==> src/rlc_pkg.sv <==
// ============================================================================
// rlc_pkg - shared types and constants for the RLC low-pass step integrator
// Fixed-point format, saturation limits, register map, solver modes and the
// command and status words between the sequencer and the datapath.
// ============================================================================
package rlc_pkg;

    // number format
    localparam int FRAC_BITS  = 16;
    localparam int DATA_WIDTH = 32;
    localparam int PROD_W     = 2 * DATA_WIDTH;
    localparam int RMAG_W     = PROD_W - FRAC_BITS;
    localparam int COEF_W     = 31;
    localparam int MODE_W     = 2;
    localparam int IN_W       = 3 * DATA_WIDTH;

    // configuration port
    localparam int APB_AW = 4;
    localparam int APB_DW = 32;
    localparam int IDX_W  = APB_AW - 2;

    // saturation limits
    localparam logic signed [DATA_WIDTH-1:0] VMAX = {1'b0, {(DATA_WIDTH-1){1'b1}}};
    localparam logic signed [DATA_WIDTH-1:0] VMIN = {1'b1, {(DATA_WIDTH-1){1'b0}}};
    localparam logic [PROD_W-1:0] MAG_MAX =
        {{(PROD_W-DATA_WIDTH+1){1'b0}}, {(DATA_WIDTH-1){1'b1}}};

    // round to nearest at the binary point
    localparam logic [PROD_W-1:0] ROUND_HALF = PROD_W'(1) << (FRAC_BITS - 1);

    // divide by six: multiply by ceil(2^(W+2)/6), keep the top bits
    localparam int DIV6_SHIFT = DATA_WIDTH + 2;
    localparam logic [PROD_W:0] DIV6_RECIP_W =
        (((PROD_W+1)'(1) << DIV6_SHIFT) + (PROD_W+1)'(5)) / (PROD_W+1)'(6);
    localparam logic [DATA_WIDTH-1:0] DIV6_RECIP = DIV6_RECIP_W[DATA_WIDTH-1:0];

    // register indexes
    localparam logic [IDX_W-1:0] REG_STEP = 2'd0;
    localparam logic [IDX_W-1:0] REG_DAMP = 2'd1;
    localparam logic [IDX_W-1:0] REG_NAT  = 2'd2;
    localparam logic [IDX_W-1:0] REG_MODE = 2'd3;

    // reset values
    localparam logic [COEF_W-1:0] COEF_RESET = 31'd655;

    // solver modes
    localparam logic [MODE_W-1:0] MODE_EULER = 2'd0;
    localparam logic [MODE_W-1:0] MODE_HEUN  = 2'd1;
    localparam logic [MODE_W-1:0] MODE_CHAIN = 2'd2;
    localparam logic [MODE_W-1:0] MODE_HOLD  = 2'd3;

    typedef struct packed {
        logic [COEF_W-1:0] step_size;
        logic [COEF_W-1:0] damping_gain;
        logic [COEF_W-1:0] natural_gain;
        logic [MODE_W-1:0] solver_mode;
    } cfg_t;

    // operand sources
    typedef enum logic [3:0] {
        SRC_U, SRC_V, SRC_VE0, SRC_VE1, SRC_VE2, SRC_VN, SRC_A,
        SRC_T, SRC_X, SRC_HV, SRC_NG, SRC_DG, SRC_H
    } src_t;

    // result destinations
    typedef enum logic [2:0] {
        DST_NONE, DST_U, DST_VN, DST_A, DST_T, DST_X, DST_HV
    } dst_t;

    // datapath operations
    typedef enum logic [3:0] {
        OP_NOP,   // nothing
        OP_ADD,   // saturating a + b
        OP_SUB,   // saturating a - b
        OP_MUL,   // load product |a| * |b|
        OP_RND,   // round and saturate the product
        OP_DIV2,  // rounded a / 2
        OP_D6M,   // load product (|a| + 3) * reciprocal of six
        OP_D6R,   // signed quotient from that product
        OP_PASS   // a unchanged
    } op_t;

    typedef struct packed {
        op_t  op;
        src_t src_a;
        src_t src_b;
        dst_t dst;
        logic start;   // latch input word, clear clip flag
        logic commit;  // store state, load result word
    } cmd_t;

    typedef struct packed {
        logic out_free;  // result register can take a word this cycle
    } sts_t;

    typedef enum logic [5:0] {
        ST_IDLE,
        ST_R0_SUB, ST_R0_MN, ST_R0_RN, ST_R0_MD, ST_R0_RD, ST_R0_DIF, ST_VN,
        ST_E_MUL, ST_E_RND,
        ST_H_SUM, ST_H_MUL, ST_H_RND, ST_H_DIV,
        ST_C_MUL, ST_C_RND, ST_C_U1,
        ST_C1_SUB, ST_C1_MN, ST_C1_RN, ST_C1_MD, ST_C1_RD, ST_C1_DIF, ST_C_A,
        ST_C_U2A, ST_C_U2B,
        ST_C2_SUB, ST_C2_MN, ST_C2_RN, ST_C2_MD, ST_C2_RD, ST_C2_DIF, ST_C_B,
        ST_S_VV, ST_S_V, ST_S_AA, ST_S_ADDA, ST_S_ADDB,
        ST_S_MUL, ST_S_RND, ST_S_D6M, ST_S_D6R,
        ST_FIN, ST_HOLD
    } state_t;

endpackage

==> src/rlc_cfg.sv <==
// ============================================================================
// rlc_cfg - configuration registers
// APB-style register file for step size, the two gains and the solver mode.
// ============================================================================
module rlc_cfg
(
    input  logic                         clk,
    input  logic                         rst_n,
    input  logic                         psel,
    input  logic                         penable,
    input  logic                         pwrite,
    input  logic [rlc_pkg::APB_AW-1:0]   paddr,
    input  logic [rlc_pkg::APB_DW-1:0]   pwdata,
    output logic [rlc_pkg::APB_DW-1:0]   prdata,
    output logic                         pready,
    output rlc_pkg::cfg_t                cfg
);

    rlc_pkg::cfg_t              cfg_reg;
    logic [rlc_pkg::IDX_W-1:0]  idx;
    logic                       wr_en;

    assign pready = 1'b1;
    assign idx    = paddr[rlc_pkg::APB_AW-1:2];
    assign wr_en  = psel && penable && pwrite && pready;
    assign cfg    = cfg_reg;

    // register writes
    always_ff @(posedge clk or negedge rst_n)
    begin
        if (!rst_n)
        begin
            cfg_reg.step_size    <= rlc_pkg::COEF_RESET;
            cfg_reg.damping_gain <= rlc_pkg::COEF_RESET;
            cfg_reg.natural_gain <= rlc_pkg::COEF_RESET;
            cfg_reg.solver_mode  <= rlc_pkg::MODE_EULER;
        end
        else if (wr_en)
        begin
            unique case (idx)
                rlc_pkg::REG_STEP: cfg_reg.step_size    <= pwdata[rlc_pkg::COEF_W-1:0];
                rlc_pkg::REG_DAMP: cfg_reg.damping_gain <= pwdata[rlc_pkg::COEF_W-1:0];
                rlc_pkg::REG_NAT:  cfg_reg.natural_gain <= pwdata[rlc_pkg::COEF_W-1:0];
                rlc_pkg::REG_MODE: cfg_reg.solver_mode  <= pwdata[rlc_pkg::MODE_W-1:0];
            endcase
        end
    end

    // read back
    always_comb
    begin
        unique case (idx)
            rlc_pkg::REG_STEP: prdata = rlc_pkg::APB_DW'(cfg_reg.step_size);
            rlc_pkg::REG_DAMP: prdata = rlc_pkg::APB_DW'(cfg_reg.damping_gain);
            rlc_pkg::REG_NAT:  prdata = rlc_pkg::APB_DW'(cfg_reg.natural_gain);
            rlc_pkg::REG_MODE: prdata = rlc_pkg::APB_DW'(cfg_reg.solver_mode);
        endcase
    end

endmodule

==> src/rlc_ctrl.sv <==
// ============================================================================
// rlc_ctrl - step sequencer
// Walks one integration step through the shared datapath, one operation a
// cycle unless output is full, choosing the voltage update by solver mode.
// ============================================================================
module rlc_ctrl
(
    input  logic                         clk,
    input  logic                         rst_n,
    input  logic                         in_valid,
    output logic                         in_ready,
    input  logic [rlc_pkg::MODE_W-1:0]   mode,
    input  rlc_pkg::sts_t                sts,
    output rlc_pkg::cmd_t                cmd
);

    rlc_pkg::state_t state_reg;
    rlc_pkg::state_t state_next;

    function automatic rlc_pkg::cmd_t mk(input rlc_pkg::op_t op, input rlc_pkg::src_t sa,
                                         input rlc_pkg::src_t sb, input rlc_pkg::dst_t d);
        rlc_pkg::cmd_t c;
        c.op     = op;
        c.src_a  = sa;
        c.src_b  = sb;
        c.dst    = d;
        c.start  = 1'b0;
        c.commit = 1'b0;
        return c;
    endfunction

    // state register
    always_ff @(posedge clk or negedge rst_n)
    begin
        if (!rst_n)
            state_reg <= rlc_pkg::ST_IDLE;
        else
            state_reg <= state_next;
    end

    // next state
    always_comb
    begin
        state_next = state_reg;
        unique case (state_reg)
            rlc_pkg::ST_IDLE:   if (in_valid) state_next = rlc_pkg::ST_R0_SUB;
            rlc_pkg::ST_R0_SUB: state_next = rlc_pkg::ST_R0_MN;
            rlc_pkg::ST_R0_MN:  state_next = rlc_pkg::ST_R0_RN;
            rlc_pkg::ST_R0_RN:  state_next = rlc_pkg::ST_R0_MD;
            rlc_pkg::ST_R0_MD:  state_next = rlc_pkg::ST_R0_RD;
            rlc_pkg::ST_R0_RD:  state_next = rlc_pkg::ST_R0_DIF;
            rlc_pkg::ST_R0_DIF: state_next = rlc_pkg::ST_VN;
            rlc_pkg::ST_VN:
            begin
                unique case (mode)
                    rlc_pkg::MODE_EULER: state_next = rlc_pkg::ST_E_MUL;
                    rlc_pkg::MODE_HEUN:  state_next = rlc_pkg::ST_H_SUM;
                    rlc_pkg::MODE_CHAIN: state_next = rlc_pkg::ST_C_MUL;
                    rlc_pkg::MODE_HOLD:  state_next = rlc_pkg::ST_HOLD;
                endcase
            end
            rlc_pkg::ST_E_MUL:  state_next = rlc_pkg::ST_E_RND;
            rlc_pkg::ST_E_RND:  state_next = rlc_pkg::ST_FIN;
            rlc_pkg::ST_H_SUM:  state_next = rlc_pkg::ST_H_MUL;
            rlc_pkg::ST_H_MUL:  state_next = rlc_pkg::ST_H_RND;
            rlc_pkg::ST_H_RND:  state_next = rlc_pkg::ST_H_DIV;
            rlc_pkg::ST_H_DIV:  state_next = rlc_pkg::ST_FIN;
            rlc_pkg::ST_C_MUL:  state_next = rlc_pkg::ST_C_RND;
            rlc_pkg::ST_C_RND:  state_next = rlc_pkg::ST_C_U1;
            rlc_pkg::ST_C_U1:   state_next = rlc_pkg::ST_C1_SUB;
            rlc_pkg::ST_C1_SUB: state_next = rlc_pkg::ST_C1_MN;
            rlc_pkg::ST_C1_MN:  state_next = rlc_pkg::ST_C1_RN;
            rlc_pkg::ST_C1_RN:  state_next = rlc_pkg::ST_C1_MD;
            rlc_pkg::ST_C1_MD:  state_next = rlc_pkg::ST_C1_RD;
            rlc_pkg::ST_C1_RD:  state_next = rlc_pkg::ST_C1_DIF;
            rlc_pkg::ST_C1_DIF: state_next = rlc_pkg::ST_C_A;
            rlc_pkg::ST_C_A:    state_next = rlc_pkg::ST_C_U2A;
            rlc_pkg::ST_C_U2A:  state_next = rlc_pkg::ST_C_U2B;
            rlc_pkg::ST_C_U2B:  state_next = rlc_pkg::ST_C2_SUB;
            rlc_pkg::ST_C2_SUB: state_next = rlc_pkg::ST_C2_MN;
            rlc_pkg::ST_C2_MN:  state_next = rlc_pkg::ST_C2_RN;
            rlc_pkg::ST_C2_RN:  state_next = rlc_pkg::ST_C2_MD;
            rlc_pkg::ST_C2_MD:  state_next = rlc_pkg::ST_C2_RD;
            rlc_pkg::ST_C2_RD:  state_next = rlc_pkg::ST_C2_DIF;
            rlc_pkg::ST_C2_DIF: state_next = rlc_pkg::ST_C_B;
            rlc_pkg::ST_C_B:    state_next = rlc_pkg::ST_S_VV;
            rlc_pkg::ST_S_VV:   state_next = rlc_pkg::ST_S_V;
            rlc_pkg::ST_S_V:    state_next = rlc_pkg::ST_S_AA;
            rlc_pkg::ST_S_AA:   state_next = rlc_pkg::ST_S_ADDA;
            rlc_pkg::ST_S_ADDA: state_next = rlc_pkg::ST_S_ADDB;
            rlc_pkg::ST_S_ADDB: state_next = rlc_pkg::ST_S_MUL;
            rlc_pkg::ST_S_MUL:  state_next = rlc_pkg::ST_S_RND;
            rlc_pkg::ST_S_RND:  state_next = rlc_pkg::ST_S_D6M;
            rlc_pkg::ST_S_D6M:  state_next = rlc_pkg::ST_S_D6R;
            rlc_pkg::ST_S_D6R:  state_next = rlc_pkg::ST_FIN;
            rlc_pkg::ST_FIN,
            rlc_pkg::ST_HOLD:   if (sts.out_free) state_next = rlc_pkg::ST_IDLE;
            default:            state_next = rlc_pkg::ST_IDLE;
        endcase
    end

    // command per state
    always_comb
    begin
        cmd      = mk(rlc_pkg::OP_NOP, rlc_pkg::SRC_U, rlc_pkg::SRC_U, rlc_pkg::DST_NONE);
        in_ready = 1'b0;
        unique case (state_reg)
            rlc_pkg::ST_IDLE:
            begin
                in_ready  = 1'b1;
                cmd.start = in_valid;
            end
            // rate at t, then slope by Euler
            rlc_pkg::ST_R0_SUB: cmd = mk(rlc_pkg::OP_SUB, rlc_pkg::SRC_VE0, rlc_pkg::SRC_U,
                                         rlc_pkg::DST_T);
            rlc_pkg::ST_R0_MN:  cmd = mk(rlc_pkg::OP_MUL, rlc_pkg::SRC_NG, rlc_pkg::SRC_T,
                                         rlc_pkg::DST_NONE);
            rlc_pkg::ST_R0_RN:  cmd = mk(rlc_pkg::OP_RND, rlc_pkg::SRC_U, rlc_pkg::SRC_U,
                                         rlc_pkg::DST_T);
            rlc_pkg::ST_R0_MD:  cmd = mk(rlc_pkg::OP_MUL, rlc_pkg::SRC_DG, rlc_pkg::SRC_V,
                                         rlc_pkg::DST_NONE);
            rlc_pkg::ST_R0_RD:  cmd = mk(rlc_pkg::OP_RND, rlc_pkg::SRC_U, rlc_pkg::SRC_U,
                                         rlc_pkg::DST_X);
            rlc_pkg::ST_R0_DIF: cmd = mk(rlc_pkg::OP_SUB, rlc_pkg::SRC_T, rlc_pkg::SRC_X,
                                         rlc_pkg::DST_T);
            rlc_pkg::ST_VN:     cmd = mk(rlc_pkg::OP_ADD, rlc_pkg::SRC_V, rlc_pkg::SRC_T,
                                         rlc_pkg::DST_VN);
            // Euler voltage
            rlc_pkg::ST_E_MUL:  cmd = mk(rlc_pkg::OP_MUL, rlc_pkg::SRC_H, rlc_pkg::SRC_V,
                                         rlc_pkg::DST_NONE);
            rlc_pkg::ST_E_RND:  cmd = mk(rlc_pkg::OP_RND, rlc_pkg::SRC_U, rlc_pkg::SRC_U,
                                         rlc_pkg::DST_T);
            // Heun voltage
            rlc_pkg::ST_H_SUM:  cmd = mk(rlc_pkg::OP_ADD, rlc_pkg::SRC_V, rlc_pkg::SRC_VN,
                                         rlc_pkg::DST_T);
            rlc_pkg::ST_H_MUL:  cmd = mk(rlc_pkg::OP_MUL, rlc_pkg::SRC_H, rlc_pkg::SRC_T,
                                         rlc_pkg::DST_NONE);
            rlc_pkg::ST_H_RND:  cmd = mk(rlc_pkg::OP_RND, rlc_pkg::SRC_U, rlc_pkg::SRC_U,
                                         rlc_pkg::DST_T);
            rlc_pkg::ST_H_DIV:  cmd = mk(rlc_pkg::OP_DIV2, rlc_pkg::SRC_T, rlc_pkg::SRC_U,
                                         rlc_pkg::DST_T);
            // weighted chain: first predictor point
            rlc_pkg::ST_C_MUL:  cmd = mk(rlc_pkg::OP_MUL, rlc_pkg::SRC_H, rlc_pkg::SRC_V,
                                         rlc_pkg::DST_NONE);
            rlc_pkg::ST_C_RND:  cmd = mk(rlc_pkg::OP_RND, rlc_pkg::SRC_U, rlc_pkg::SRC_U,
                                         rlc_pkg::DST_HV);
            rlc_pkg::ST_C_U1:   cmd = mk(rlc_pkg::OP_ADD, rlc_pkg::SRC_U, rlc_pkg::SRC_HV,
                                         rlc_pkg::DST_X);
            rlc_pkg::ST_C1_SUB: cmd = mk(rlc_pkg::OP_SUB, rlc_pkg::SRC_VE1, rlc_pkg::SRC_X,
                                         rlc_pkg::DST_T);
            rlc_pkg::ST_C1_MN:  cmd = mk(rlc_pkg::OP_MUL, rlc_pkg::SRC_NG, rlc_pkg::SRC_T,
                                         rlc_pkg::DST_NONE);
            rlc_pkg::ST_C1_RN:  cmd = mk(rlc_pkg::OP_RND, rlc_pkg::SRC_U, rlc_pkg::SRC_U,
                                         rlc_pkg::DST_T);
            rlc_pkg::ST_C1_MD:  cmd = mk(rlc_pkg::OP_MUL, rlc_pkg::SRC_DG, rlc_pkg::SRC_VN,
                                         rlc_pkg::DST_NONE);
            rlc_pkg::ST_C1_RD:  cmd = mk(rlc_pkg::OP_RND, rlc_pkg::SRC_U, rlc_pkg::SRC_U,
                                         rlc_pkg::DST_X);
            rlc_pkg::ST_C1_DIF: cmd = mk(rlc_pkg::OP_SUB, rlc_pkg::SRC_T, rlc_pkg::SRC_X,
                                         rlc_pkg::DST_T);
            rlc_pkg::ST_C_A:    cmd = mk(rlc_pkg::OP_ADD, rlc_pkg::SRC_VN, rlc_pkg::SRC_T,
                                         rlc_pkg::DST_A);
            // second predictor point
            rlc_pkg::ST_C_U2A:  cmd = mk(rlc_pkg::OP_ADD, rlc_pkg::SRC_U, rlc_pkg::SRC_HV,
                                         rlc_pkg::DST_X);
            rlc_pkg::ST_C_U2B:  cmd = mk(rlc_pkg::OP_ADD, rlc_pkg::SRC_X, rlc_pkg::SRC_HV,
                                         rlc_pkg::DST_X);
            rlc_pkg::ST_C2_SUB: cmd = mk(rlc_pkg::OP_SUB, rlc_pkg::SRC_VE2, rlc_pkg::SRC_X,
                                         rlc_pkg::DST_T);
            rlc_pkg::ST_C2_MN:  cmd = mk(rlc_pkg::OP_MUL, rlc_pkg::SRC_NG, rlc_pkg::SRC_T,
                                         rlc_pkg::DST_NONE);
            rlc_pkg::ST_C2_RN:  cmd = mk(rlc_pkg::OP_RND, rlc_pkg::SRC_U, rlc_pkg::SRC_U,
                                         rlc_pkg::DST_T);
            rlc_pkg::ST_C2_MD:  cmd = mk(rlc_pkg::OP_MUL, rlc_pkg::SRC_DG, rlc_pkg::SRC_A,
                                         rlc_pkg::DST_NONE);
            rlc_pkg::ST_C2_RD:  cmd = mk(rlc_pkg::OP_RND, rlc_pkg::SRC_U, rlc_pkg::SRC_U,
                                         rlc_pkg::DST_X);
            rlc_pkg::ST_C2_DIF: cmd = mk(rlc_pkg::OP_SUB, rlc_pkg::SRC_T, rlc_pkg::SRC_X,
                                         rlc_pkg::DST_T);
            rlc_pkg::ST_C_B:    cmd = mk(rlc_pkg::OP_ADD, rlc_pkg::SRC_A, rlc_pkg::SRC_T,
                                         rlc_pkg::DST_X);
            // weighted sum v + 2vn + 2a + b, times h, over six
            rlc_pkg::ST_S_VV:   cmd = mk(rlc_pkg::OP_ADD, rlc_pkg::SRC_VN, rlc_pkg::SRC_VN,
                                         rlc_pkg::DST_T);
            rlc_pkg::ST_S_V:    cmd = mk(rlc_pkg::OP_ADD, rlc_pkg::SRC_V, rlc_pkg::SRC_T,
                                         rlc_pkg::DST_T);
            rlc_pkg::ST_S_AA:   cmd = mk(rlc_pkg::OP_ADD, rlc_pkg::SRC_A, rlc_pkg::SRC_A,
                                         rlc_pkg::DST_HV);
            rlc_pkg::ST_S_ADDA: cmd = mk(rlc_pkg::OP_ADD, rlc_pkg::SRC_T, rlc_pkg::SRC_HV,
                                         rlc_pkg::DST_T);
            rlc_pkg::ST_S_ADDB: cmd = mk(rlc_pkg::OP_ADD, rlc_pkg::SRC_T, rlc_pkg::SRC_X,
                                         rlc_pkg::DST_T);
            rlc_pkg::ST_S_MUL:  cmd = mk(rlc_pkg::OP_MUL, rlc_pkg::SRC_H, rlc_pkg::SRC_T,
                                         rlc_pkg::DST_NONE);
            rlc_pkg::ST_S_RND:  cmd = mk(rlc_pkg::OP_RND, rlc_pkg::SRC_U, rlc_pkg::SRC_U,
                                         rlc_pkg::DST_T);
            rlc_pkg::ST_S_D6M:  cmd = mk(rlc_pkg::OP_D6M, rlc_pkg::SRC_T, rlc_pkg::SRC_U,
                                         rlc_pkg::DST_NONE);
            rlc_pkg::ST_S_D6R:  cmd = mk(rlc_pkg::OP_D6R, rlc_pkg::SRC_U, rlc_pkg::SRC_U,
                                         rlc_pkg::DST_T);
            // final voltage and commit, held while the result register is full
            rlc_pkg::ST_FIN:
            begin
                if (sts.out_free)
                begin
                    cmd = mk(rlc_pkg::OP_ADD, rlc_pkg::SRC_U, rlc_pkg::SRC_T, rlc_pkg::DST_U);
                    cmd.commit = 1'b1;
                end
            end
            rlc_pkg::ST_HOLD:
            begin
                if (sts.out_free)
                begin
                    cmd = mk(rlc_pkg::OP_PASS, rlc_pkg::SRC_U, rlc_pkg::SRC_U, rlc_pkg::DST_U);
                    cmd.commit = 1'b1;
                end
            end
            default: ;
        endcase
    end

endmodule

==> src/rlc_dp.sv <==
// ============================================================================
// rlc_dp - integrator datapath
// Working registers, a saturating adder, one shared 32x32 magnitude
// multiplier with a product register, rounding, halving and divide by six,
// plus the result register.
// ============================================================================
module rlc_dp
(
    input  logic                          clk,
    input  logic                          rst_n,
    input  rlc_pkg::cfg_t                 cfg,
    input  rlc_pkg::cmd_t                 cmd,
    output rlc_pkg::sts_t                 sts,
    input  logic [rlc_pkg::IN_W-1:0]      in_data,
    output logic                          out_valid,
    input  logic                          out_ready,
    output logic [rlc_pkg::DATA_WIDTH-1:0] out_voltage,
    output logic                          out_sat
);

    localparam int W = rlc_pkg::DATA_WIDTH;

    // state and working registers
    logic signed [W-1:0] u_reg, v_reg;
    logic signed [W-1:0] ve0_reg, ve1_reg, ve2_reg;
    logic signed [W-1:0] vn_reg, a_reg, t_reg, x_reg, hv_reg;
    logic [rlc_pkg::PROD_W-1:0] prod_reg;
    logic                neg_reg;
    logic                sat_reg;
    logic                out_valid_reg;
    logic [W-1:0]        out_volt_reg;
    logic                out_sat_reg;

    // combinational
    logic signed [W-1:0] a_val, b_val;
    logic [W-1:0]        mag_a, mag_b;
    logic signed [W:0]   ext_a, ext_b, sum_w;
    logic                sum_ovf;
    logic signed [W-1:0] sum_val;
    logic [W-1:0]        mop_a, mop_b;
    logic [rlc_pkg::PROD_W-1:0] prod_next;
    logic                neg_next;
    logic [rlc_pkg::PROD_W-1:0] rsum;
    logic [rlc_pkg::RMAG_W-1:0] rmag;
    logic                rnd_ovf;
    logic [W-1:0]        rnd_q;
    logic signed [W-1:0] rnd_val;
    logic [W-1:0]        half_q;
    logic signed [W-1:0] half_val;
    logic [W-1:0]        d6_q;
    logic signed [W-1:0] d6_val;
    logic signed [W-1:0] res;
    logic                clip_now;

    function automatic logic signed [W-1:0] pick(input rlc_pkg::src_t s,
                                                  input logic signed [W-1:0] u,
                                                  input logic signed [W-1:0] v,
                                                  input logic signed [W-1:0] e0,
                                                  input logic signed [W-1:0] e1,
                                                  input logic signed [W-1:0] e2,
                                                  input logic signed [W-1:0] vn,
                                                  input logic signed [W-1:0] a,
                                                  input logic signed [W-1:0] t,
                                                  input logic signed [W-1:0] x,
                                                  input logic signed [W-1:0] hv,
                                                  input rlc_pkg::cfg_t c);
        logic signed [W-1:0] r;
        unique case (s)
            rlc_pkg::SRC_U:   r = u;
            rlc_pkg::SRC_V:   r = v;
            rlc_pkg::SRC_VE0: r = e0;
            rlc_pkg::SRC_VE1: r = e1;
            rlc_pkg::SRC_VE2: r = e2;
            rlc_pkg::SRC_VN:  r = vn;
            rlc_pkg::SRC_A:   r = a;
            rlc_pkg::SRC_T:   r = t;
            rlc_pkg::SRC_X:   r = x;
            rlc_pkg::SRC_HV:  r = hv;
            rlc_pkg::SRC_NG:  r = W'(c.natural_gain);
            rlc_pkg::SRC_DG:  r = W'(c.damping_gain);
            rlc_pkg::SRC_H:   r = W'(c.step_size);
            default:          r = '0;
        endcase
        return r;
    endfunction

    // operand selection and magnitudes
    always_comb
    begin
        a_val = pick(cmd.src_a, u_reg, v_reg, ve0_reg, ve1_reg, ve2_reg, vn_reg, a_reg,
                     t_reg, x_reg, hv_reg, cfg);
        b_val = pick(cmd.src_b, u_reg, v_reg, ve0_reg, ve1_reg, ve2_reg, vn_reg, a_reg,
                     t_reg, x_reg, hv_reg, cfg);
        mag_a = a_val[W-1] ? (~a_val + 1'b1) : a_val;
        mag_b = b_val[W-1] ? (~b_val + 1'b1) : b_val;
    end

    // saturating add / subtract
    always_comb
    begin
        ext_a   = {a_val[W-1], a_val};
        ext_b   = {b_val[W-1], b_val};
        sum_w   = (cmd.op == rlc_pkg::OP_SUB) ? (ext_a - ext_b) : (ext_a + ext_b);
        sum_ovf = sum_w[W] != sum_w[W-1];
        sum_val = sum_ovf ? (sum_w[W] ? rlc_pkg::VMIN : rlc_pkg::VMAX) : sum_w[W-1:0];
    end

    // shared multiplier, product registered
    always_comb
    begin
        if (cmd.op == rlc_pkg::OP_D6M)
        begin
            mop_a    = mag_a + W'(3);
            mop_b    = rlc_pkg::DIV6_RECIP;
            neg_next = a_val[W-1];
        end
        else
        begin
            mop_a    = mag_a;
            mop_b    = mag_b;
            neg_next = a_val[W-1] ^ b_val[W-1];
        end
        prod_next = rlc_pkg::PROD_W'(mop_a) * rlc_pkg::PROD_W'(mop_b);
    end

    // round at the binary point and saturate by sign
    always_comb
    begin
        rsum  = prod_reg + rlc_pkg::ROUND_HALF;
        rmag  = rsum[rlc_pkg::PROD_W-1:rlc_pkg::FRAC_BITS];
        if (neg_reg)
            rnd_ovf = rmag > (rlc_pkg::RMAG_W'(rlc_pkg::MAG_MAX) + rlc_pkg::RMAG_W'(1));
        else
            rnd_ovf = rmag > rlc_pkg::RMAG_W'(rlc_pkg::MAG_MAX);
        rnd_q = rmag[W-1:0];
        if (rnd_ovf)
            rnd_val = neg_reg ? rlc_pkg::VMIN : rlc_pkg::VMAX;
        else
            rnd_val = neg_reg ? (~rnd_q + 1'b1) : rnd_q;
    end

    // halving (ties away from zero) and quotient by six
    always_comb
    begin
        half_q   = W'(({1'b0, mag_a} + (W+1)'(1)) >> 1);
        half_val = a_val[W-1] ? (~half_q + 1'b1) : half_q;
        d6_q     = W'(prod_reg[rlc_pkg::PROD_W-1:rlc_pkg::DIV6_SHIFT]);
        d6_val   = neg_reg ? (~d6_q + 1'b1) : d6_q;
    end

    // result select
    always_comb
    begin
        res      = a_val;
        clip_now = 1'b0;
        unique case (cmd.op)
            rlc_pkg::OP_ADD,
            rlc_pkg::OP_SUB:
            begin
                res      = sum_val;
                clip_now = sum_ovf;
            end
            rlc_pkg::OP_RND:
            begin
                res      = rnd_val;
                clip_now = rnd_ovf;
            end
            rlc_pkg::OP_DIV2: res = half_val;
            rlc_pkg::OP_D6R:  res = d6_val;
            rlc_pkg::OP_NOP,
            rlc_pkg::OP_MUL,
            rlc_pkg::OP_D6M,
            rlc_pkg::OP_PASS: res = a_val;
            default:          res = a_val;
        endcase
    end

    // stored state, clip flag and result word
    always_ff @(posedge clk or negedge rst_n)
    begin
        if (!rst_n)
        begin
            u_reg         <= '0;
            v_reg         <= '0;
            sat_reg       <= 1'b0;
            out_valid_reg <= 1'b0;
        end
        else
        begin
            if (cmd.dst == rlc_pkg::DST_U)
                u_reg <= res;
            if (cmd.commit)
                v_reg <= vn_reg;
            if (cmd.start)
                sat_reg <= 1'b0;
            else if (clip_now)
                sat_reg <= 1'b1;
            if (cmd.commit)
                out_valid_reg <= 1'b1;
            else if (out_ready)
                out_valid_reg <= 1'b0;
        end
    end

    // working registers
    always_ff @(posedge clk)
    begin
        if (cmd.start)
        begin
            ve0_reg <= in_data[0*W +: W];
            ve1_reg <= in_data[1*W +: W];
            ve2_reg <= in_data[2*W +: W];
        end
        if (cmd.op == rlc_pkg::OP_MUL || cmd.op == rlc_pkg::OP_D6M)
        begin
            prod_reg <= prod_next;
            neg_reg  <= neg_next;
        end
        unique case (cmd.dst)
            rlc_pkg::DST_VN:   vn_reg <= res;
            rlc_pkg::DST_A:    a_reg  <= res;
            rlc_pkg::DST_T:    t_reg  <= res;
            rlc_pkg::DST_X:    x_reg  <= res;
            rlc_pkg::DST_HV:   hv_reg <= res;
            rlc_pkg::DST_NONE,
            rlc_pkg::DST_U:    ;
            default:           ;
        endcase
        if (cmd.commit)
        begin
            out_volt_reg <= res;
            out_sat_reg  <= sat_reg | clip_now;
        end
    end

    assign sts.out_free = !out_valid_reg || out_ready;
    assign out_valid    = out_valid_reg;
    assign out_voltage  = out_volt_reg;
    assign out_sat      = out_sat_reg;

endmodule

==> src/rlc_lowpass_ode_step.sv <==
// ============================================================================
// rlc_lowpass_ode_step - series RLC low-pass integrator, one step per word
// Top level: configuration registers, step sequencer and datapath.
// ============================================================================
// Each input word carries the source voltage at t, t+h and t+2h (Q16.16) and
// yields one result word with the new output voltage and a clip flag. The
// slope always advances by explicit Euler; solver_mode picks the voltage
// update (Euler, Heun, three-point weighted chain, or hold for the spare
// code). All work runs through one shared 32x32 multiplier and one adder,
// one operation a cycle unless the step stalls, and a new word is only
// taken once the previous step is through. The next word is taken while a
// result still waits in the output register; the step stalls in its final
// state only if that register is still full. Configuration is to be written
// through the APB port only while the block is idle; the block itself does
// not enforce this.
module rlc_lowpass_ode_step
(
    input  logic                          clk,
    input  logic                          rst_n,
    // input words
    input  logic                          s_tvalid,
    output logic                          s_tready,
    // [31:0] source_now, [63:32] source_next, [95:64] source_next2
    input  logic [rlc_pkg::IN_W-1:0]      s_tdata,
    // result words
    output logic                          m_tvalid,
    input  logic                          m_tready,
    // [31:0] out_voltage
    output logic [rlc_pkg::DATA_WIDTH-1:0] m_tdata,
    // [0] saturated
    output logic [0:0]                    m_tuser,
    // configuration
    input  logic                          psel,
    input  logic                          penable,
    input  logic                          pwrite,
    input  logic [rlc_pkg::APB_AW-1:0]    paddr,
    input  logic [rlc_pkg::APB_DW-1:0]    pwdata,
    output logic [rlc_pkg::APB_DW-1:0]    prdata,
    output logic                          pready
);

    rlc_pkg::cfg_t cfg;
    rlc_pkg::cmd_t cmd;
    rlc_pkg::sts_t sts;
    logic          sat_bit;

    rlc_cfg u_cfg
    (
        .clk     (clk),
        .rst_n   (rst_n),
        .psel    (psel),
        .penable (penable),
        .pwrite  (pwrite),
        .paddr   (paddr),
        .pwdata  (pwdata),
        .prdata  (prdata),
        .pready  (pready),
        .cfg     (cfg)
    );

    rlc_ctrl u_ctrl
    (
        .clk      (clk),
        .rst_n    (rst_n),
        .in_valid (s_tvalid),
        .in_ready (s_tready),
        .mode     (cfg.solver_mode),
        .sts      (sts),
        .cmd      (cmd)
    );

    rlc_dp u_dp
    (
        .clk         (clk),
        .rst_n       (rst_n),
        .cfg         (cfg),
        .cmd         (cmd),
        .sts         (sts),
        .in_data     (s_tdata),
        .out_valid   (m_tvalid),
        .out_ready   (m_tready),
        .out_voltage (m_tdata),
        .out_sat     (sat_bit)
    );

    assign m_tuser[0] = sat_bit;

endmodule

==> config.mk <==
export PLATFORM = sky130hd
export DESIGN_NAME = rlc_lowpass_ode_step
export DESIGN_NICKNAME = d
export VERILOG_FILES = /design/src/rlc_pkg.sv /design/src/rlc_cfg.sv /design/src/rlc_ctrl.sv /design/src/rlc_dp.sv /design/src/rlc_lowpass_ode_step.sv
export SDC_FILE = /design/constraint.sdc
export NUM_CORES = 2
export LEC_CHECK = 0
export BUFFER_PORTS_ARGS = -buffer_cell sky130_fd_sc_hd__buf_2
export CORE_AREA = 4 4 519 367
export CTS_CLUSTER_DIAMETER = 100
export DETAILED_ROUTE_END_ITERATION = 16
export DIE_AREA = 0 0 523 371
export HOLD_SLACK_MARGIN = 0.05
export PLACE_DENSITY = 0.6
export SLEW_MARGIN = 5
export SYNTH_ARGS = -nofsm -noshare
export SYNTH_HDL_FRONTEND = slang
export SYNTH_SLANG_ARGS = --single-unit
==> constraint.sdc <==
create_clock -name clk -period 31.4 [get_ports clk]
set_input_delay 4.71 -clock clk [delete_from_list [all_inputs] [get_ports clk]]
set_output_delay 4.71 -clock clk [all_outputs]
set_load 0.005 [all_outputs]
### Yosys cells after proc, flatten, opt, wreduce, memory -nomap -nowiden

Cells that the tools add are included.

| cells by class | value |
|---|---|
| $add $sub $neg | 10 |
| mux-type cells | 33 |
| multipliers | 1 |
| magnitude comparators | 2 |
| equality and inequality tests | 89 |
| bitwise logic cells | 7 |
| reductions and logical operators | 27 |

Operator list:

| cell | number |
|---|---|
| $pmux W32 S13 | 2 |
| $pmux W15 S29 | 1 |
| $mux W32 | 11 |
| $pmux W32 S4 | 2 |
| $pmux W6 S41 | 1 |
| $add A32 B1 Y32 const B | 5 |
| $not A32 Y32 | 4 |
| $eq A6 B5 Y1 const B | 16 |
| $eq A6 B6 Y1 const B | 12 |
| $add A64 B16 Y64 const B | 1 |
| $mul A32 B32 Y64 | 1 |
| $eq A4 B3 Y1 const B | 12 |
| $eq A6 B4 Y1 const B | 8 |
| $gt A48 B31 Y1 const B | 1 |
| $gt A48 B32 Y1 const B | 1 |
| $eq A4 B4 Y1 const B | 10 |
| $add A32 B1 Y33 const B | 1 |
| $add A32 B32 Y33 | 1 |
| $mux W33 | 1 |
| $sub A32 B32 Y33 | 1 |
| $add A32 B2 Y32 const B | 1 |
| $not A30 Y32 | 1 |
| $eq A4 B2 Y1 const B | 6 |
| $eq A6 B3 Y1 const B | 4 |
| 30 further kinds | 65 |

| word-level totals | value |
|---|---|
| bits of input ports | 139 |
| register bits | 521 |
| logic and storage cells | 190 |

### Logic depth before layout (Yosys ltp)

| depth | value |
|---|---|
| depth in word-level cells | 14 |
| mapped depth | 58 |

### Modules after synthesis

Synthesis repeated with hierarchy kept, for this count alone.

| unflattened totals | value |
|---|---|
| cells, all modules | 7445 |
| area, all modules | 68496.9 sq um |

By module, submodules not included:

| module | cells an instance | times used | area an instance (sq um) |
|---|---|---|---|
| rlc_dp | 6891 | 1 | 62477.4 |
| rlc_cfg | 311 | 1 | 4386.7 |
| rlc_ctrl | 243 | 1 | 1632.8 |

### Worst setup path after synthesis

No wires, ideal clock.

| timing | value |
|---|---|
| path kind | in2reg |
| start point | input port m_tready |
| end point | register u_dp.prod_reg[62] in the netlist's numbering, data pin |
| setup time | 0.261 ns |
| buffers on the path | 4 |
| stages on the path | 51 |
| required time | 31.139 ns |
| arrival | 16.537 ns |
| path slack | 14.602 ns |
| path through | nor2b_1 > o32a_1 > o211a_1 > clkbuf_1 > clkbuf_1 > nor2_1 > a222oi_1 > nand3_1 > or3_1 > nor3_1 > and2_1 > clkbuf_1 > nand4_1 > nor2_1 > nand3_1 > nand2_1 > xor2_1 > nor2_1 > (+15 left out) > inv_1 > ha_1 > a21o_1 > a21o_1 > a21oi_1 > o21ai_0 > a21o_1 > a21o_1 > a21oi_1 > o21ai_0 > a21oi_1 > o21ai_1 > a2111oi_0 > nor3_1 > o41ai_1 > o21bai_1 > a211oi_1 > nor2_1 |

| between the ends | value |
|---|---|
| word-level cells in the longest chain between the ends | 10 |
| elaborated cells on any way between the ends | 25 |

Ends and longest elaborated chain:

| item | RTL line | source |
|---|---|---|
| start: declaration | rlc_lowpass_ode_step.sv:27 | `input logic m_tready,` |
| $logic_or A1 B1 Y1 (*) | rlc_dp.sv:236 | `assign sts.out_free = !out_valid_reg \|\| out_ready;` |
| $mux W14 | rlc_ctrl.sv:204 | `if (sts.out_free)` |
| $pmux W15 S29 (*) | rlc_ctrl.sv:107 | `unique case (state_reg)` |
| $eq A4 B4 Y1, or another cell as far along | rlc_dp.sv:68 | `unique case (s)` |
| $pmux W32 S13 | rlc_dp.sv:68 |  |
| $not A32 Y32 | rlc_dp.sv:95 | `mag_b = b_val[W-1] ? (~b_val + 1'b1) : b_val;` |
| $add A32 B1 Y32 | rlc_dp.sv:95 |  |
| $mux W32 | rlc_dp.sv:95 |  |
| $mux W32 | rlc_dp.sv:111 | `if (cmd.op == rlc_pkg::OP_D6M)` |
| $mul A32 B32 Y64 (*) | rlc_dp.sv:123 | `prod_next = rlc_pkg::PROD_W'(mop_a) * rlc_pkg::PROD_W'(mop_b);` |
| via u_dp.prod_next, one bit | rlc_dp.sv:41 | `logic [rlc_pkg::PROD_W-1:0] prod_next;` |
| end signal: assignment | rlc_dp.sv:216 | `prod_reg <= prod_next;` |
| end: declaration | rlc_dp.sv:27 | `logic [rlc_pkg::PROD_W-1:0] prod_reg;` |

The timed path passes the listed nets; every way through them passes the cells marked *.
A chain may end at the register's enable or synchronous reset.

### Worst setup path after layout

Ends and elaborated chain as after synthesis.

==> key figures <==
Setup path
  • CP Capture Type: register
  • CP Class: input pin to register
  • R2R depth: 51
  • Setup slack, reg-to-reg: 13.51 ns
  • CP peak stage delay: 1.05 ns
  • R2R Path End: u_dp.prod_reg[62]
  • Crit path DAT: about 21 ns
  • Launch point of the worst reg-to-reg path: u_ctrl.state_reg[5]
  • Crit-path max FO: 27
  • Slowest CP cell: a222oi_1
  • Most used cell, CP: fa_1
  • CP Data Required Time: 31.81 ns
  • Startpoint Class: input pin

Yosys
  • Synth warnings: 0
  • Post-synth EDFFs: between 300 and 400
  • Post-synth top area share: 27.8%
  • Synth Area per Inst: 9.20 um^2
  • Top cell type by total area after synthesis: fa_1
  • Post-synthesis instance total: 7,007
  • Predominant post-synthesis flop cell: edfxtp_1
  • Syn_nets: between 8,000 and 9,000
  • Cell variety after synth: 136
  • Seq cells post-synth: approximately 510
  • Sequential fraction of the synthesis area: approximately 22%
  • Synth area leaders: fa_1 28%, edfxtp_1 16%, inv_1 5.9%, ha_1 5.9%, dfrtp_1 5.8%
  • Ys async rst share: 33.0%
  • Syn Std Cell Area: 64,500 um^2

CTS
  • Max H-tree Level: 2
  • Clock latency on the worst-skew pair: 0.66 ns
  • Hold-fix buffer count after cts: 0
  • CTS tree: yes
  • Resized cells post-CTS: 0
  • Clk pin slew, worst setup/hold paths: about 0.070 ns
  • Num CTS Buffers: 49
  • CTS Sinks: 506
  • Root Buffer: clkbuf_16
  • Postcts setup bufs: 0
  • Clock Path Buffers: 3

STA
  • Post-layout minimum cycle time: 20.22 ns
  • Setup TNS: 0 ns
  • Final Max Slew Viols: 0
  • Setup-failing EPs final: 0
  • Final hold violations: 0
  • Hold Slack: 0.498 ns
  • Fmax: 49.5 MHz
  • Worst clock skew: around 0.038 ns
  • Slew of the pin with the lowest slew margin: 1.47 ns
  • Final worst-path cycle share: 64.4%
  • Rel. slew slack: between 1 and 1.5%
  • Unrepaired setup endpoints after global routing: false

Min path
  • Worst hold path startpoint: u_dp.vn_reg[30]
  • Min-delay worst type: register to register
  • Worst hold path depth: 2
  • Hold Path End: u_dp.v_reg[30]

Die
  • Ports: 207
  • Die area: 194,000 um^2
  • Core Area: between 150,000 and 200,000 um^2
  • Row cnt: 132
  • Die width: 523 um
  • Initial Util: 34.9%
  • DIE HEIGHT: between 300 and 400 um

Routing
  • Routed length per placed instance: around 25 um
  • Initial drt markers: 7,040
  • WL final: 241 mm
  • DRC: 0
  • Total number of vias: around 54,000
  • Post-DRT Antenna Nets: 0
  • Post-DR vias/cell: 5.67
  • DRT Pass-1 Iters: 10

Global route
  • First-pass GRT wire length: around 360 mm
  • Grt total ovfl: 0
  • Gr usage total: 24.6%
  • Largest net degree at the start of global routing: 97
  • Antenna violations before repair: 7
  • Vias in the first global route: about 54,000

Placement
  • HPWL after DPL: 189 mm
  • Placer Congestion: around 1.0
  • Dpl cells: 9,463
  • Post-DP Area: 68,700 um^2
  • Port buffer count: 201

Outcome
  • Status: complete, but fails checks
  • Failing checks: max-capacitance violations

Final layout
  • Share of cells above drive strength 1: 11.2%
  • Non-Filler Instances: 9,559
  • P&R area growth vs syn: 9.28%
  • Max reg flops: 95
  • Nets: 8,373
  • Design area: 70,500 um^2

Flow run
  • Max Cap Violations: 1
[layout by cell type, fill, tap and decap left out, types with 41 or more instances in the layout]
master     netlist  final
inv_1         1013   1012
nand2_1        970    967
fa_1           896    896
nor2_1         716    698
edfxtp_1       339    339
ha_1           303    303
a21oi_1        241    240
buf_2           50    200
xnor2_1        204    183
o21ai_0        182    182
buf_4           14    182
dfrtp_1        149    149
xor2_1         136    131
nand3_1        126    125
mux2_2         113    113
a222oi_1        71     71
nor3_1          73     68
and2_1          60     59
nand4_1         57     57
and3_1          56     55
mux2i_1         55     55
clkbuf_16        0     49
a21o_1          42     42
a211oi_1        42     41
a22oi_1         41     41
[cell usage after synthesis (30+ instances only)]
library cell     n
clkbuf_1       295
buf_2           50
buf_1           30
a21o_1          42
nor2_1         716
nor2b_1         32
mux2i_1         55
nand2b_1        36
a31oi_1         38
fa_1           896
o21ai_0        182
a22oi_1         41
dfrtp_1        149
nand3_1        126
nand2_1        970
or2_2           30
xor2_1         136
o31ai_1         31
nand4_1         57
a222oi_1        71
and2_1          60
ha_1           303
a211oi_1        42
xnor2_1        204
and3_1          56
a21oi_1        241
mux2_2         113
edfxtp_1       339
a22o_1          37
nor3_1          73
inv_1         1013
[per-stage QoR]
step	utilization (%)	worst slack [ns]
after global placement	37.2	11.18
after detailed placement	37.2	11.02
after global routing	38.1	10.57
after floorplan	-	14.60
after CTS	38.1	11.65
final	38.1	11.18
[final cells by class]
cell class / count / area [um^2]
multi-input combinational: 5071 / 45000
antenna: 4 / 10.0
clock inverter: 39 / 526
timing repair buffer: 383 / 2380
tap: 2479 / 3100
inverter: 1024 / 3860
fill: 18500 / 114000
sequential: 506 / 14400
clock buffer: 53 / 1240
[critical path, delay by kind of cell]
family | cells | cell delay, ns
simple gates | 17 | 4.82
compound gates | 15 | 4.72
buf+inv | 11 | 1.68
xor+xnor | 1 | 0.12
fa+ha+maj | 9 | 4.43
[how the worst max path moves through the flow]
stage               startpoint                 to  slack [ns]  cells after the start
global route          m_tready  u_dp.prod_reg[62]       10.57                     53
finish                m_tready  u_dp.prod_reg[62]       11.18                     53
detailed placement    m_tready  u_dp.prod_reg[62]       11.02                     49
CTS                   m_tready  u_dp.prod_reg[62]       11.65                     49
global placement      m_tready  u_dp.prod_reg[63]       11.18                     53
floorplan             m_tready  u_dp.prod_reg[62]       14.60                     51
[kinds of logic (layout without fill, tap and decap cells)]
group,Yosys count,count (layout),synth area share (%)
compound gates,1019,1019,11.2
xor+xnor,344,344,4.73
fa+ha+maj,1200,1200,33.7
buf+inv,1430,1499,8.72
flops,506,506,22.3
mux,171,171,2.92
other cells,2,6,0.0116
simple gates,2335,2335,16.4
[layer usage]
metal / routed length (um) / vias to the layer above / share of wire [%] / track usage [%]
met5: 158 / - / 0.066 / 0.576
met4: 6120 / 2 / 2.5 / 5.41
met3: 34800 / 349 / 14 / 9.31
met2: 95700 / 3237 / 40 / 33.8
met1: 104000 / 27500 / 43 / 36.1
li1: - / 23100 / - / -
Power is not shown: default switching activity piles up to over one toggle a cycle in this logic, so the estimate is an artifact.
